### config.mk
export PLATFORM = sky130hd
export DESIGN_NAME = a2t_ctrl
export DESIGN_NICKNAME = d
export VERILOG_FILES = /design/src/hdl/a2t_pkg.sv /design/src/hdl/a2t_ctrl.sv
export SDC_FILE = /design/constraint.sdc
export NUM_CORES = 1
export LEC_CHECK = 0
export BUFFER_PORTS_ARGS = -buffer_cell sky130_fd_sc_hd__buf_2
export CAP_MARGIN = 20
export CORE_MARGIN = 2
export CORE_UTILIZATION = 50
export CTS_CLUSTER_DIAMETER = 150
export CTS_CLUSTER_SIZE = 16
export DETAILED_ROUTE_END_ITERATION = 8
export PLACE_DENSITY = 0.77
export REMOVE_ABC_BUFFERS = 1
export SLEW_MARGIN = 20
export SYNTH_ARGS = -nofsm -noshare
export SYNTH_HDL_FRONTEND = slang
export SYNTH_SLANG_ARGS = --single-unit
export TNS_END_PERCENT = 50
### constraint.sdc
create_clock -name clk -period 2 [get_ports clk]
set_input_delay 0.1 -clock clk [delete_from_list [all_inputs] [get_ports clk]]
set_output_delay 0.1 -clock clk [all_outputs]
set_load 0.01 [all_outputs]
### src/hdl/a2t_pkg.sv
// a2t_pkg: shared types, codes and small index helpers for the affine 2d transform unit
// no dependencies; imported by every module of the block
`default_nettype none

package a2t_pkg;

  localparam int FRAC_BITS_DEF = 16;
  localparam int NUM_ENTRIES   = 9;

  // operation codes carried in a request
  typedef enum logic [3:0] {
    FN_IDENTITY     = 4'd0,
    FN_ROTATE       = 4'd1,
    FN_TRANSLATE    = 4'd2,
    FN_SCALE        = 4'd3,
    FN_SHEAR_X      = 4'd4,
    FN_SHEAR_Y      = 4'd5,
    FN_MUL_FACTOR   = 4'd6,
    FN_DIV_FACTOR   = 4'd7,
    FN_XFORM_VECTOR = 4'd8,
    FN_XFORM_POINT  = 4'd9
  } func_t;

  typedef logic [3:0] idx_t;
  typedef logic [1:0] term_t;

  typedef struct packed {
    func_t              func;
    logic signed [31:0] a_value;
    logic signed [31:0] b_value;
    logic signed [31:0] c_value;
  } in_item_t;

  typedef struct packed {
    logic signed [31:0] out_x;
    logic signed [31:0] out_y;
    logic signed [31:0] out_z;
    logic               was_divided;
    logic               saturated;
  } out_item_t;

  typedef enum logic [3:0] {
    ST_IDLE,
    ST_DECODE,
    ST_MAC,
    ST_DRAIN,
    ST_VCHK,
    ST_DIV,
    ST_DIVW,
    ST_COMMIT,
    ST_OUT
  } st_t;

  // controller to datapath
  typedef struct packed {
    logic  load;
    logic  mac;
    logic  first;
    logic  last;
    idx_t  idx;
    term_t term;
    logic  div_start;
    logic  commit;
    logic  out_load;
  } ctrl_cmd_t;

  // datapath to controller
  typedef struct packed {
    func_t func;
    logic  a_zero;
    logic  need_div;
    logic  div_done;
    logic  out_free;
  } dp_stat_t;

  // row of a row-major 3x3 entry index
  function automatic term_t row_of(idx_t i);
    term_t r;
    unique case (i)
      4'd0, 4'd1, 4'd2: r = 2'd0;
      4'd3, 4'd4, 4'd5: r = 2'd1;
      default:          r = 2'd2;
    endcase
    return r;
  endfunction

  // column of a row-major 3x3 entry index
  function automatic term_t col_of(idx_t i);
    term_t c;
    unique case (i)
      4'd0, 4'd3, 4'd6: c = 2'd0;
      4'd1, 4'd4, 4'd7: c = 2'd1;
      default:          c = 2'd2;
    endcase
    return c;
  endfunction

  // first entry index of a row
  function automatic idx_t mul3(term_t t);
    return idx_t'({2'b00, t}) + idx_t'({1'b0, t, 1'b0});
  endfunction

endpackage

`default_nettype wire

### src/hdl/a2t_ctrl.sv
// a2t_ctrl: sequencer that walks entries and terms and drives the datapath
// depends on a2t_pkg
`default_nettype none

module a2t_ctrl import a2t_pkg::*; (
  input  wire logic     clk,
  input  wire logic     rst_n,
  input  wire logic     in_valid,
  output logic          in_ready,
  input  wire dp_stat_t stat,
  output ctrl_cmd_t     cmd
);

  st_t   state_r, state_nxt;
  idx_t  idx_r, idx_nxt;
  term_t term_r, term_nxt;
  logic  is_compose, is_vector, is_xform;
  idx_t  idx_max, div_last;
  term_t term_max;
  logic  last_term, mac_end;

  assign is_compose = stat.func >= FN_ROTATE && stat.func <= FN_SHEAR_Y;
  assign is_vector  = stat.func == FN_XFORM_VECTOR;
  assign is_xform   = is_vector || stat.func == FN_XFORM_POINT;
  assign idx_max    = is_xform ? 4'd2 : 4'd8;
  assign div_last   = is_vector ? 4'd1 : 4'd8;
  assign term_max   = stat.func == FN_MUL_FACTOR ? 2'd0 : 2'd2;
  assign last_term  = term_r == term_max;
  assign mac_end    = last_term && idx_r == idx_max;

  // next state
  always_comb begin
    state_nxt = state_r;
    unique case (state_r)
      ST_IDLE: if (in_valid) state_nxt = ST_DECODE;
      ST_DECODE: begin
        if (is_compose || is_xform || stat.func == FN_MUL_FACTOR) begin
          state_nxt = ST_MAC;
        end else if (stat.func == FN_DIV_FACTOR && !stat.a_zero) begin
          state_nxt = ST_DIV;
        end else begin
          state_nxt = ST_IDLE;
        end
      end
      ST_MAC: if (mac_end) state_nxt = ST_DRAIN;
      ST_DRAIN: begin
        if (is_vector) begin
          state_nxt = ST_VCHK;
        end else if (is_xform) begin
          state_nxt = ST_OUT;
        end else begin
          state_nxt = ST_COMMIT;
        end
      end
      ST_VCHK:   state_nxt = stat.need_div ? ST_DIV : ST_OUT;
      ST_DIV:    state_nxt = ST_DIVW;
      ST_DIVW: begin
        if (stat.div_done) begin
          if (idx_r != div_last) begin
            state_nxt = ST_DIV;
          end else begin
            state_nxt = is_vector ? ST_OUT : ST_COMMIT;
          end
        end
      end
      ST_COMMIT: state_nxt = ST_IDLE;
      ST_OUT:    if (stat.out_free) state_nxt = ST_IDLE;
      default:   state_nxt = ST_IDLE;
    endcase
  end

  // entry and term counters
  always_comb begin
    idx_nxt  = idx_r;
    term_nxt = term_r;
    if (state_r == ST_DECODE || state_r == ST_VCHK) begin
      idx_nxt  = '0;
      term_nxt = '0;
    end else if (state_r == ST_MAC) begin
      if (last_term) begin
        term_nxt = '0;
        idx_nxt  = idx_r + 4'd1;
      end else begin
        term_nxt = term_r + 2'd1;
      end
    end else if (state_r == ST_DIVW && stat.div_done) begin
      idx_nxt = idx_r + 4'd1;
    end
  end

  always_ff @(posedge clk) begin
    if (!rst_n) begin
      state_r <= ST_IDLE;
      idx_r   <= '0;
      term_r  <= '0;
    end else begin
      state_r <= state_nxt;
      idx_r   <= idx_nxt;
      term_r  <= term_nxt;
    end
  end

  // commands
  always_comb begin
    in_ready      = state_r == ST_IDLE;
    cmd.load      = state_r == ST_IDLE && in_valid;
    cmd.mac       = state_r == ST_MAC;
    cmd.first     = term_r == 2'd0;
    cmd.last      = last_term;
    cmd.idx       = idx_r;
    cmd.term      = term_r;
    cmd.div_start = state_r == ST_DIV;
    cmd.commit    = state_r == ST_COMMIT;
    cmd.out_load  = state_r == ST_OUT && stat.out_free;
  end

endmodule

`default_nettype wire

=== Yosys cells after proc, flatten, opt, wreduce, memory -nomap -nowiden ===
Cells that the tools add are included.

* Register bits: 10
* Word-level logic and storage cells: 64
* Input bits: 11
* Output and inout port bits: 14

* $lt $le $gt $ge: 2
* Mux-type cells: 19
* Reductions and logical operators: 17
* Bitwise operators: 1
* $add $sub $neg: 2
* Equal/unequal tests: 20

{| class="wikitable"
|+ Operators with widths
! kind !! number
|-
| 2-to-1 mux 4 bit || 14
|-
| case mux 4 bit (8 select lines) || 1
|-
| equality test 4 x 3 -> 1 bit, second input constant || 6
|-
| equality test 4 bit, second input constant || 3
|-
| equality test 4 x 2 -> 1 bit, second input constant || 2
|-
| logical AND 1 bit || 6
|-
| 2-to-1 mux 3 bit || 2
|-
| != test 2 bit, second input constant || 3
|-
| adder 4 x 1 -> 4 bit, second input constant || 1
|-
| equality test 4 x 1 -> 1 bit, second input constant || 1
|-
| equality test 4 bit || 1
|-
| greater-or-equal comparator 4 x 1 -> 1 bit, second input constant || 1
|-
| less-or-equal comparator 4 x 3 -> 1 bit, second input constant || 1
|-
| logical NOT 4 bit || 1
|-
| logical OR 1 bit || 4
|-
| 2-to-1 mux 2 bit || 2
|-
| != test 2 x 1 -> 1 bit, second input constant || 2
|-
| != test 4 bit || 1
|-
| AND reduction 4 bit || 1
|-
| adder 2 x 1 -> 2 bit, second input constant || 1
|-
| equality test 2 bit || 1
|-
| logical NOT 2 bit || 1
|-
| AND reduction 2 bit || 1
|-
| nonzero test 2 bit || 1
|-
| 3 further kinds || 3
|}

=== Logic depth before layout (Yosys ltp) ===
Gate-level depths: netlist (run 1).

* Depth in word-level cells: 7
* Depth in mapped cells: 7
* Gate-level depth less buffers: 6

=== Worst setup path after synthesis (run 1) ===
No wires, ideal clock.

* Path kind: flip-flop to flip-flop
* From: register idx_r[0]
* To: register state_r[2]
* Clock period less this slack: 1,639 ps
* Setup time: 120 ps
* Arrival: 1,519 ps
* Buffers on the path: 0
* Required time: 1,880 ps
* Path slack: 361 ps
* Cell stages (with the launch flop): 5
* Cell sequence: dfxtp_1 -> or4b_1 -> o31ai_1 -> a22oi_1 -> o31a_1

* Word-level cells in the longest chain between the ends: 4
* Elaborated cells between the ends (all ways): 8
* Classes of those cells: 3 x eq/ne; 3 x mux; 2 x reduce/logical

{| class="wikitable"
|+ Ends and longest elaborated chain
! element !! line !! source
|-
| from (decl) || a2t_ctrl.sv:15 || <nowiki>idx_t idx_r, idx_nxt;</nowiki>
|-
| from (signal assigned) || a2t_ctrl.sv:98 || <nowiki>idx_r <= idx_nxt;</nowiki>
|-
| != test 4 bit or equality test 4 bit (tied branches) || a2t_ctrl.sv:59, a2t_ctrl.sv:29 ||
|-
| 2-to-1 mux 4 bit or logical AND 1 bit (tied branches) || a2t_ctrl.sv:59, a2t_ctrl.sv:29 ||
|-
| 2-to-1 mux 4 bit or != test 2 x 1 -> 1 bit (tied branches) || n/a ||
|-
| case mux 4 bit (8 select lines) or AND reduction 4 bit (tied branches) || n/a ||
|-
| to (signal assigned) || a2t_ctrl.sv:97 || <nowiki>state_r <= state_nxt;</nowiki>
|-
| to (decl) || a2t_ctrl.sv:14 || <nowiki>st_t state_r, state_nxt;</nowiki>
|}

Several ways; a longest one is shown, not always the timed one. The select of a mux whose other input is x is not followed.
A chain may end at the register's enable or synchronous reset.

=== Final worst setup path (run 1) ===
* From: register state_r[0]
* To: register state_r[0]

* Word-level cells in the longest chain between the ends: 3
* Elaborated cells between the ends (all ways): 14
* Classes of those cells: 11 x eq/ne; 1 x mux; 2 x reduce/logical

{| class="wikitable"
|+ Ends and longest elaborated chain
! element !! line !! source
|-
| equality test 4 x 2 -> 1 bit, or another cell as far along || a2t_ctrl.sv:34 || <nowiki>unique case (state_r)</nowiki>
|-
| != test 2 x 1 -> 1 bit (no source line) or != test 2 bit (tied branches) || n/a ||
|-
| AND reduction 4 bit (no source line) || n/a ||
|}

Several ways; a longest one is shown, not always the timed one.

==> results by group, run 1 <==
Run status
  • Status: finished, final reports clean

Global routing
  • M1 GR Usage: 32.60%
  • Initial antenna violation count: 0
  • Total grt overflow: 0
  • M2 GR Usage: 33.52%
  • First-pass GRT wire length: around 3400 um
  • Met3 global-route usage: 3.175%
  • GR Util All Layers: a little under a quarter
  • Vias in the first global route: 766
  • GRT busiest layer: met2
  • Largest net degree at the start of global routing: 18

Synthesis
  • Ys flop type: dfxtp_1
  • Cells after synthesis: 110
  • Synth area leader: dfxtp_1
  • Avg Cell Area, Syn: 7.792 um^2
  • Register bit total from synthesis: 10
  • Post-synthesis adder-cell area fraction: 2.920%
  • Async SR Flop Fraction: 0%
  • Post-Synth Simple-Gate Area: 35.91%
  • Seq/Total Area, Yosys: 23.36%
  • Post-Synth XOR/XNOR Area: 3.066%
  • Count of unique library cells instantiated by Yosys: 44
  • Mux contribution to synthesized area: 4.964%
  • Synth area leaders: dfxtp_1 (23%), a21oi_1 (4.7%), inv_1 (4.4%), nand3_1 (4.1%), nand2_1 (3.9%)
  • Complex-gate fraction of the synthesized area: around 22%
  • Netlist Area Pre-Place: ~860 um^2
  • Share of the synthesized area in the top cell type: 23.36%
  • Largest family of logic cells by synthesized area: simple AND/OR/NAND/NOR gates
  • YS warnings: 0
  • EDFF count, synth: 0

CTS
  • CTS clock-pin slew for the worst setup and hold paths: roughly 0.060 ns
  • Post-CTS Setup Bufs: 0
  • Cts repair resizes: 0
  • H-tree levels: 1
  • Root buf cell: clkbuf_4
  • CTS tree: built
  • Clock buffer depth: 2
  • # hold bufs at CTS: 0
  • Worst-Skew Late Latency: 0.26 ns
  • Clock sinks: 10
  • CTS Buf Count: 3

Finish
  • P&R area growth vs syn: 18.69%
  • N_diodes: 0
  • Most frequent cells in the layout: buf_2 (24), inv_1 (10), dfxtp_1 (10)
  • Nets: 151
  • Commonest non-fill, non-tap cell in the layout: buf_2
  • Share of layout cells above drive strength 1: 26.47%

STA
  • Worst Tran Pin Value: 0.5253 ns
  • Final Skew: 0.003776 ns
  • Final period utilization: 88.16%
  • Slew HR: 64.93%
  • Final min period: between 1.5 and 2 ns
  • RSZ-0062 raised after global routing: false
  • Pins Over Slew Limit: 0
  • Setup-failing EPs final: 0
  • Maximum clock rate: 567.2 MHz
  • Final setup TNS: 0 ns
  • Count of final hold-check violations: 0
  • Worst Hold Slack: 0.09764 ns

Routing
  • TritonRoute pass-1 iters: 4
  • # DRC: 0
  • Via count of the routed design: 919
  • Vias/cell: 6.046
  • Wire length per cell: between 10 and 15 um
  • Routed wire length: around 2100 um
  • Number of DRC markers in iteration 0: 50
  • Antenna Nets Post-Route: 0

Critical path
  • Worst Setup Start Kind: register
  • CP Data Arrival Time: between 1.5 and 2 ns
  • Worst flop-to-flop path endpoint: state_r[0]
  • RR Startpoint: state_r[0]
  • Reg2reg setup slack: ~0.24 ns
  • Crit. End Element: register
  • Worst Path Max Fanout: 11
  • R2R depth: 5
  • CP startpoint: state_r[0]
  • Critical Path RT: 2.18 ns
  • Crit path to: state_r[0]
  • Kind of critical path: register to register

Placed design
  • Gpl congestion: 0.8648
  • Post-detail-place hpwl: ~1600 um
  • Input/output buffers: 24

Floorplanning
  • Die area: 0.002061 mm^2
  • Width of the chip: 45.40 um
  • Initial Util: 54.98%
  • Core area: 0.001559 mm^2
  • Die Span Y: 45.40 um
  • Row cnt: 14
  • # IOs: 25

Flow run
  • Max Cap Violations: 0

Worst hold path
  • Hold crit path type: primary input to register

Power and ir drop
  • Worst VDD drop: between 0.5 and 0.6 mV
  • PD cells: 942.8 mW/mm^2
  • Leak Pwr: 0.4233 nW
==> cell usage after synthesis, drive strengths merged, types with 3 or more instances <==
library cell and count:
a21o 3, a21oi 8, buf 4, dfxtp 10
inv 10, mux2i 3, nand2 9, nand3 7
nor2 9, nor3 3, nor4 3, o21ai 6
o31ai 3, xnor2 3
==> critical path: stages, from the launching register on <==
cell	delay (ns)
dfxtp_1	0.55
nand4_1	0.12
or4b_1	0.54
a22oi_1	0.22
a21oi_1	0.09
nor3_1	0.16
==> sequential cells by signal, indices dropped and copies added (netlist names) <==
name and count:
idx_r 4, state_r 4, term_r 2
==> layer usage <==
metal  vias up  part of all wire (%)
met5         -                     0
met4         0                   2.0
met3         4                   9.0
met2        48                    46
met1       408                    43
li1        459                     -
==> final cells by class <==
class	count	area (um^2)
multi-input cells	86	594.3
fillers	148	541.8
flip-flops and latches	10	200.2
repair buffers	27	142.6
inverters	10	37.54
clock buffers	3	22.52
well taps	16	20.02
==> stage by stage <==
step	power, W	setup slack, ns	instances	util, %	cell area [um^2]
floorplan	0.0006300	0.3481	106	-	832.0
global placement	0.0008057	0.2986	149	63.80	994.7
detailed placement	0.0008167	0.2836	149	63.80	994.7
CTS	0.0009583	0.2506	152	65.25	1017
global route	0.001029	0.1414	152	65.25	1017
finish	0.0009591	0.2369	152	65.25	1017
==> how the worst min path moves through the flow <==
stage,to,slack (ns),cells after the start,start
after floorplan,state_r[2],0.23,1,rst_n
after global placement,state_r[2],0.38,2,rst_n
after detailed placement,state_r[2],0.38,2,rst_n
after CTS,state_r[2],0.09,2,rst_n
after global routing,state_r[2],0.09,2,rst_n
final,state_r[2],0.1,2,rst_n
==> where the power goes <==
part	internal, W	switching (W)	leakage, nW
Combinational	0.000217	0.000275	0.328
Sequential	0.000234	0.0000956	0.0812
Clock	0.0000695	0.0000682	0.0138
Total	0.000520	0.000439	0.423
==> cells by family (layout without fill, tap and decap cells) <==
| logic type | after synthesis | count (layout) |
|---|---|---|
| simple gates | 51 | 51 |
| compound gates | 27 | 27 |
| buf+inv | 14 | 40 |
| flops | 10 | 10 |
| xor+xnor | 3 | 3 |
| mux | 3 | 3 |
| fa+ha+maj | 2 | 2 |
Note: power is estimated with default switching activity, not from simulation.
==> run 2, diff against run 1 <==
REMOVE_ABC_BUFFERS = default   (was 1)
==> results by group, run 2 (synthesized netlist as in run 1, its figures left out) <==
Routing
  • Antenna Nets Post-Route: 0
  • Number of DRC markers in iteration 0: 25
  • TritonRoute pass-1 iters: 4
  • Routed wire length: between 1500 and 2000 um
  • Via count of the routed design: 909
  • Vias/cell: 5.980
  • Wire length per cell: 12.80 um
  • # DRC: 0

Critical path
  • CP max-delay cell: or4b_1
  • Critical Path RT: 2.17 ns
  • R2R depth: 5
  • CP Data Arrival Time: 1.89 ns
  • Critical-path cell list: nand4_1 > or4b_1 > a22oi_1 > a21oi_1 > nor3_1
  • Worst Path Max Fanout: 9
  • RR Startpoint: state_r[0]
  • Reg2reg setup slack: around 0.28 ns
  • Kind of critical path: register to register
  • Worst Setup Start Kind: register
  • Crit-path max cell delay: 0.55 ns
  • Crit. End Element: register
  • Worst flop-to-flop path endpoint: state_r[0]
  • Critical path buffers and inverters: 0
  • Delay-heaviest family, CP: simple AND/OR/NAND/NOR gates

Flow run
  • Max Cap Violations: 0

STA
  • Setup-failing EPs final: 0
  • Final WS setup: approximately 0.28 ns
  • RSZ-0062 raised after global routing: false
  • Slew HR: 66.73%
  • Worst Tran Pin Value: 0.4984 ns
  • Final Skew: 0.002462 ns
  • Final setup TNS: 0 ns
  • Final min period: approximately 1.7 ns
  • Pins Over Slew Limit: 0
  • Maximum clock rate: 580.7 MHz
  • Final period utilization: a little under nine tenths
  • Count of final hold-check violations: 0

Power and ir drop
  • Switching share of power: a little under half
  • Leak Pwr: 0.4233 nW
  • Comb power frac: 51.9%
  • Sw power: between 0.0004 and 0.0005 W
  • PD cells: 929.9 mW/mm^2
  • Sequential share of power: 34.0%
  • Internal power: 0.0005197 W
  • Worst VDD drop: 0.5713 mV
  • Power share of the clock group: 14.1%

Floorplanning
  • Die Span Y: 45.40 um
  • Die area: 0.002061 mm^2
  • Initial Util: 54.98%
  • Row cnt: 14
  • Width of the chip: around 45 um
  • Core area: 0.001559 mm^2
  • # IOs: 25

CTS
  • CTS Buf Count: 3
  • Worst-Skew Late Latency: around 0.26 ns
  • CTS tree: built
  • Post-CTS Setup Bufs: 0
  • Cts repair resizes: 0
  • Clock buffer depth: 2
  • # hold bufs at CTS: 0
  • Clock sinks: 10
  • H-tree levels: 1
  • CTS clock-pin slew for the worst setup and hold paths: 0.06 ns
  • Root buf cell: clkbuf_4

Global routing
  • Vias in the first global route: 722
  • M1 GR Usage: 30.56%
  • Initial antenna violation count: 0
  • Total grt overflow: 0
  • M2 GR Usage: 30.14%
  • Largest net degree at the start of global routing: 18
  • GR Util All Layers: between 20% and 30%
  • First-pass GRT wire length: approximately 3100 um
  • GRT busiest layer: met1
  • Met3 global-route usage: 1.190%

Worst hold path
  • Worst hold start: rst_n
  • Hold Path End: state_r[2]
  • Hold path cells: 2
  • Hold crit path type: primary input to register

Finish
  • Most frequent cells in the layout: buf_2 (24), inv_1 (10), dfxtp_1 (10)
  • Fill count: 129
  • Share of layout cells above drive strength 1: 26.47%
  • FF/Latch Area: 200.2 um^2
  • N_diodes: 0
  • Commonest non-fill, non-tap cell in the layout: buf_2
  • P&R area growth vs syn: 18.69%
  • Largest registers: idx_r: 4 flops, state_r: 4 flops, term_r: 2 flops
  • Nets: about 150
  • Multi-input gate area: 594.3 um^2

Placed design
  • Gpl congestion: 0.8044
  • Post-detail-place hpwl: ~1500 um
  • Input/output buffers: 24
  • Post-place setup slack: a little over 0.3 ns

Run status
  • Status: finished, final reports clean

Synthesis
  • Post-Syn Nets: 123
==> run 2: cell counts in the layout (fill, tap and decap cells not counted) <==
No cell type changed its count.
==> run 2: routing by layer <==
layer  part of all wire (%)  vias up
li1                       -      460
met1                     47      420
met2                     47       27
met3                    5.7        2
met4                   0.67        0
met5                      0        -
==> run 2: through the flow <==
| step | hold WS [ns] | instances | total power (W) | area (um^2) | util (%) |
|---|---|---|---|---|---|
| after floorplan | 0.2279 | 110 | 0.0006578 | 857.1 | - |
| after global placement | 0.3740 | 149 | 0.0008082 | 994.7 | 63.80 |
| after detailed placement | 0.3739 | 149 | 0.0008120 | 994.7 | 63.80 |
| after CTS | 0.1023 | 152 | 0.0009483 | 1017 | 65.25 |
| after global routing | 0.1228 | 152 | 0.001025 | 1017 | 65.25 |
| final | 0.1059 | 152 | 0.0009460 | 1017 | 65.25 |
==> run 2: final cells by class <==
class                   count  area share [%]
well taps                  16           1.968
multi-input cells          86           58.43
flip-flops and latches     10           19.68
repair buffers             27           14.02
clock buffers               3           2.214
inverters                  10           3.690
==> run 2: power groups by stage <==
stage / Clock, W / Combinational [W] / Sequential [W]
floorplan: 0 / 0.000381 / 0.000277
global placement: 0 / 0.000484 / 0.000325
detailed placement: 0 / 0.000487 / 0.000325
CTS: 0.000137 / 0.000492 / 0.000320
global route: 0.000144 / 0.000547 / 0.000334
finish: 0.000134 / 0.000491 / 0.000322
==> run 2: how the worst max path moves through the flow <==
stage | start | endpoint | slack [ns] | depth (start not counted)
4_1_cts | state_r[0] | state_r[0] | 0.29 | 5
2_1_floorplan | idx_r[0] | state_r[2] | 0.36 | 4
3_5_place_dp | state_r[0] | state_r[0] | 0.31 | 5
6_report | state_r[0] | state_r[0] | 0.28 | 5
3_3_place_gp | state_r[0] | state_r[0] | 0.33 | 5
5_1_grt | state_r[0] | state_r[0] | 0.12 | 5
==> run 3, diff against run 2 <==
ABC_AREA = 1   (was default)
==> results by group, run 3 <==
Global routing
  • Total grt overflow: 0
  • Vias in the first global route: 769
  • Largest net degree at the start of global routing: 8
  • GR Util All Layers: 20.72%
  • Initial antenna violation count: 0
  • First-pass GRT wire length: ~3200 um

Synthesis
  • EDFF count, synth: 0
  • Cells after synthesis: about 150
  • Share of the synthesized area in the top cell type: 22.35%
  • Largest family of logic cells by synthesized area: simple AND/OR/NAND/NOR gates
  • Post-Synth Simple-Gate Area: 52.51%
  • Count of unique library cells instantiated by Yosys: 22
  • Avg Cell Area, Syn: 5.933 um^2
  • Top post-synthesis cells by count: nor2_1 (31), nand2_1 (30), inv_1 (20), nand3_1 (19), dfxtp_1 (10)
  • YS warnings: 0
  • Most numerous cell in the Yosys netlist: nor2_1
  • Synth area leader: dfxtp_1
  • Register bit total from synthesis: 10
  • Synth area leaders: dfxtp_1 (22%), nor2_1 (13%), nand2_1 (13%), nand3_1 (11%), inv_1 (8.4%)
  • Complex-gate fraction of the synthesized area: 9.078%
  • Post-Synth XOR/XNOR Area: less than 1%
  • Ys flop type: dfxtp_1
  • Netlist Area Pre-Place: 895.9 um^2
  • Async SR Flop Fraction: 0%
  • Seq/Total Area, Yosys: ~22%
  • Post-synthesis adder-cell area fraction: 2.793%
  • Mux contribution to synthesized area: 0%
  • Post-Syn Nets: around 160

Routing
  • # DRC: 0
  • Antenna Nets Post-Route: 0
  • Number of DRC markers in iteration 0: 19
  • Wire length per cell: between 9 and 10 um
  • Via count of the routed design: 961
  • Routed wire length: 2010 um
  • Vias/cell: 4.734
  • TritonRoute pass-1 iters: 4

Finish
  • Commonest non-fill, non-tap cell in the layout: nor2_1
  • Largest registers: idx_r: 4 flops, state_r: 4 flops, term_r: 2 flops
  • N_diodes: 0
  • Most frequent cells in the layout: nor2_1 (31), nand2_1 (30), buf_2 (24)
  • Nets: 192
  • P&R area growth vs syn: 20.11%
  • Share of layout cells above drive strength 1: between 20% and 30%

Floorplanning
  • Die Span Y: 46.33 um
  • Width of the chip: between 40 and 50 um
  • Die area: 0.002146 mm^2
  • Initial Util: 52.45%
  • Row cnt: 15
  • Core area: 0.001708 mm^2
  • # IOs: 25

Power and ir drop
  • Worst VDD drop: 0.3589 mV
  • Power share of the clock group: 25.3%
  • Leak Pwr: 0.5948 nW
  • Comb power frac: about two fifths
  • Internal power: 0.0004466 W
  • Switching share of power: 40.44%
  • Sequential share of power: approximately a third
  • Sw power: 0.0003033 W
  • PD cells: 696.9 mW/mm^2

STA
  • Final Skew: 0.005226 ns
  • Worst Tran Pin Value: between 0.3 and 0.4 ns
  • RSZ-0062 raised after global routing: false
  • Final min period: 1.414 ns
  • Final WS setup: 0.5859 ns
  • Final period utilization: 70.71%
  • Pins Over Slew Limit: 0
  • Maximum clock rate: approximately 710 MHz
  • Final setup TNS: 0 ns
  • Count of final hold-check violations: 0
  • Slew HR: roughly four fifths
  • Setup-failing EPs final: 0

CTS
  • Worst-Skew Late Latency: about 0.28 ns
  • Post-CTS Setup Bufs: 0
  • CTS Buf Count: 3
  • # hold bufs at CTS: 0
  • Clock buffer depth: 2
  • Root buf cell: clkbuf_4
  • H-tree levels: 1
  • CTS clock-pin slew for the worst setup and hold paths: approximately 0.07 ns
  • CTS tree: built
  • Clock sinks: 10
  • Cts repair resizes: 0

Placed design
  • Gpl congestion: about 0.76
  • Input/output buffers: 24
  • Post-detail-place hpwl: between 1500 and 2000 um
  • Post-place setup slack: 0.6500 ns

Critical path
  • Worst Path Max Fanout: 6
  • R2R depth: 7
  • Worst Setup Start Kind: register
  • Critical Path RT: 1.90 ns
  • Crit. End Element: output pin
  • CP Data Arrival Time: 1.31 ns
  • Kind of critical path: register to output pin

Run status
  • Status: finished, final reports clean

Worst hold path
  • Hold path cells: 3
  • Hold crit path type: primary input to register

Flow run
  • Max Cap Violations: 0
run 3: changes by cell type in the layout (fill, tap and decap cells not counted), moves of 3 or more:
cell / delta
nor2_1: +22
nand2_1: +21
nand3_1: +12
inv_1: +10
inv_2: +6
nand2_4: +6
a21o_1: -3
buf_4: -3
nor2_2: +3
nor4_1: -3
xnor2_1: -3
run 3: through the flow:
step,cell area [um^2],cells,hold slack (ns),total power (W),util (%)
final,1076,203,0.1052,0.0007499,63.00
after global routing,1076,203,0.1202,0.0008029,63.00
after CTS,1076,203,0.1024,0.0007534,63.00
after detailed placement,1040,199,0.3890,0.0005647,60.88
after global placement,1040,199,0.3921,0.0005561,60.88
after floorplan,895.9,151,0.2731,0.0004798,-
run 3: area by class of cell:
type | instances | area [um^2]
flip-flops and latches | 10 | 200.2
multi-input cells | 113 | 585.6
clock buffers | 4 | 36.28
inverters | 27 | 102.6
repair buffers | 24 | 120.1
fillers | 180 | 631.9
well taps | 25 | 31.28
run 3: logic make-up after synthesis:
logic type | after synthesis
simple gates | 95
buf+inv | 28
compound gates | 15
flops | 10
fa+ha+maj | 2
xor+xnor | 1
run 3: critical path: stages (launching register included):
cell and delay, ns:
dfxtp_1 0.34, nor2_1 0.21, nand2_1 0.18, inv_2 0.16
buf_2 0.15
run 3: final timing paths:
kind              slack [ns]          to  startpoint
setup / recovery        0.59     cmd[11]  state_r[3]
hold / removal          0.11  state_r[0]       rst_n
setup reg to reg        0.64  state_r[2]  state_r[2]
hold reg to reg         0.54    idx_r[3]    idx_r[3]
run 3: power groups by stage:
stage	Clock, W	Combinational [W]	Sequential, W
floorplan	0	0.000227	0.000252
global placement	0	0.000304	0.000252
detailed placement	0	0.000311	0.000254
CTS	0.000193	0.000312	0.000249
global route	0.000202	0.000349	0.000252
finish	0.000190	0.000311	0.000249
run 3: layer usage:
metal	global-route usage, %	vias up	part of all wire [%]
li1	-	523	-
met1	25.41	416	46
met2	36.11	17	50
met3	2.353	5	2.7
met4	8.571	0	1.7
met5	0	-	0
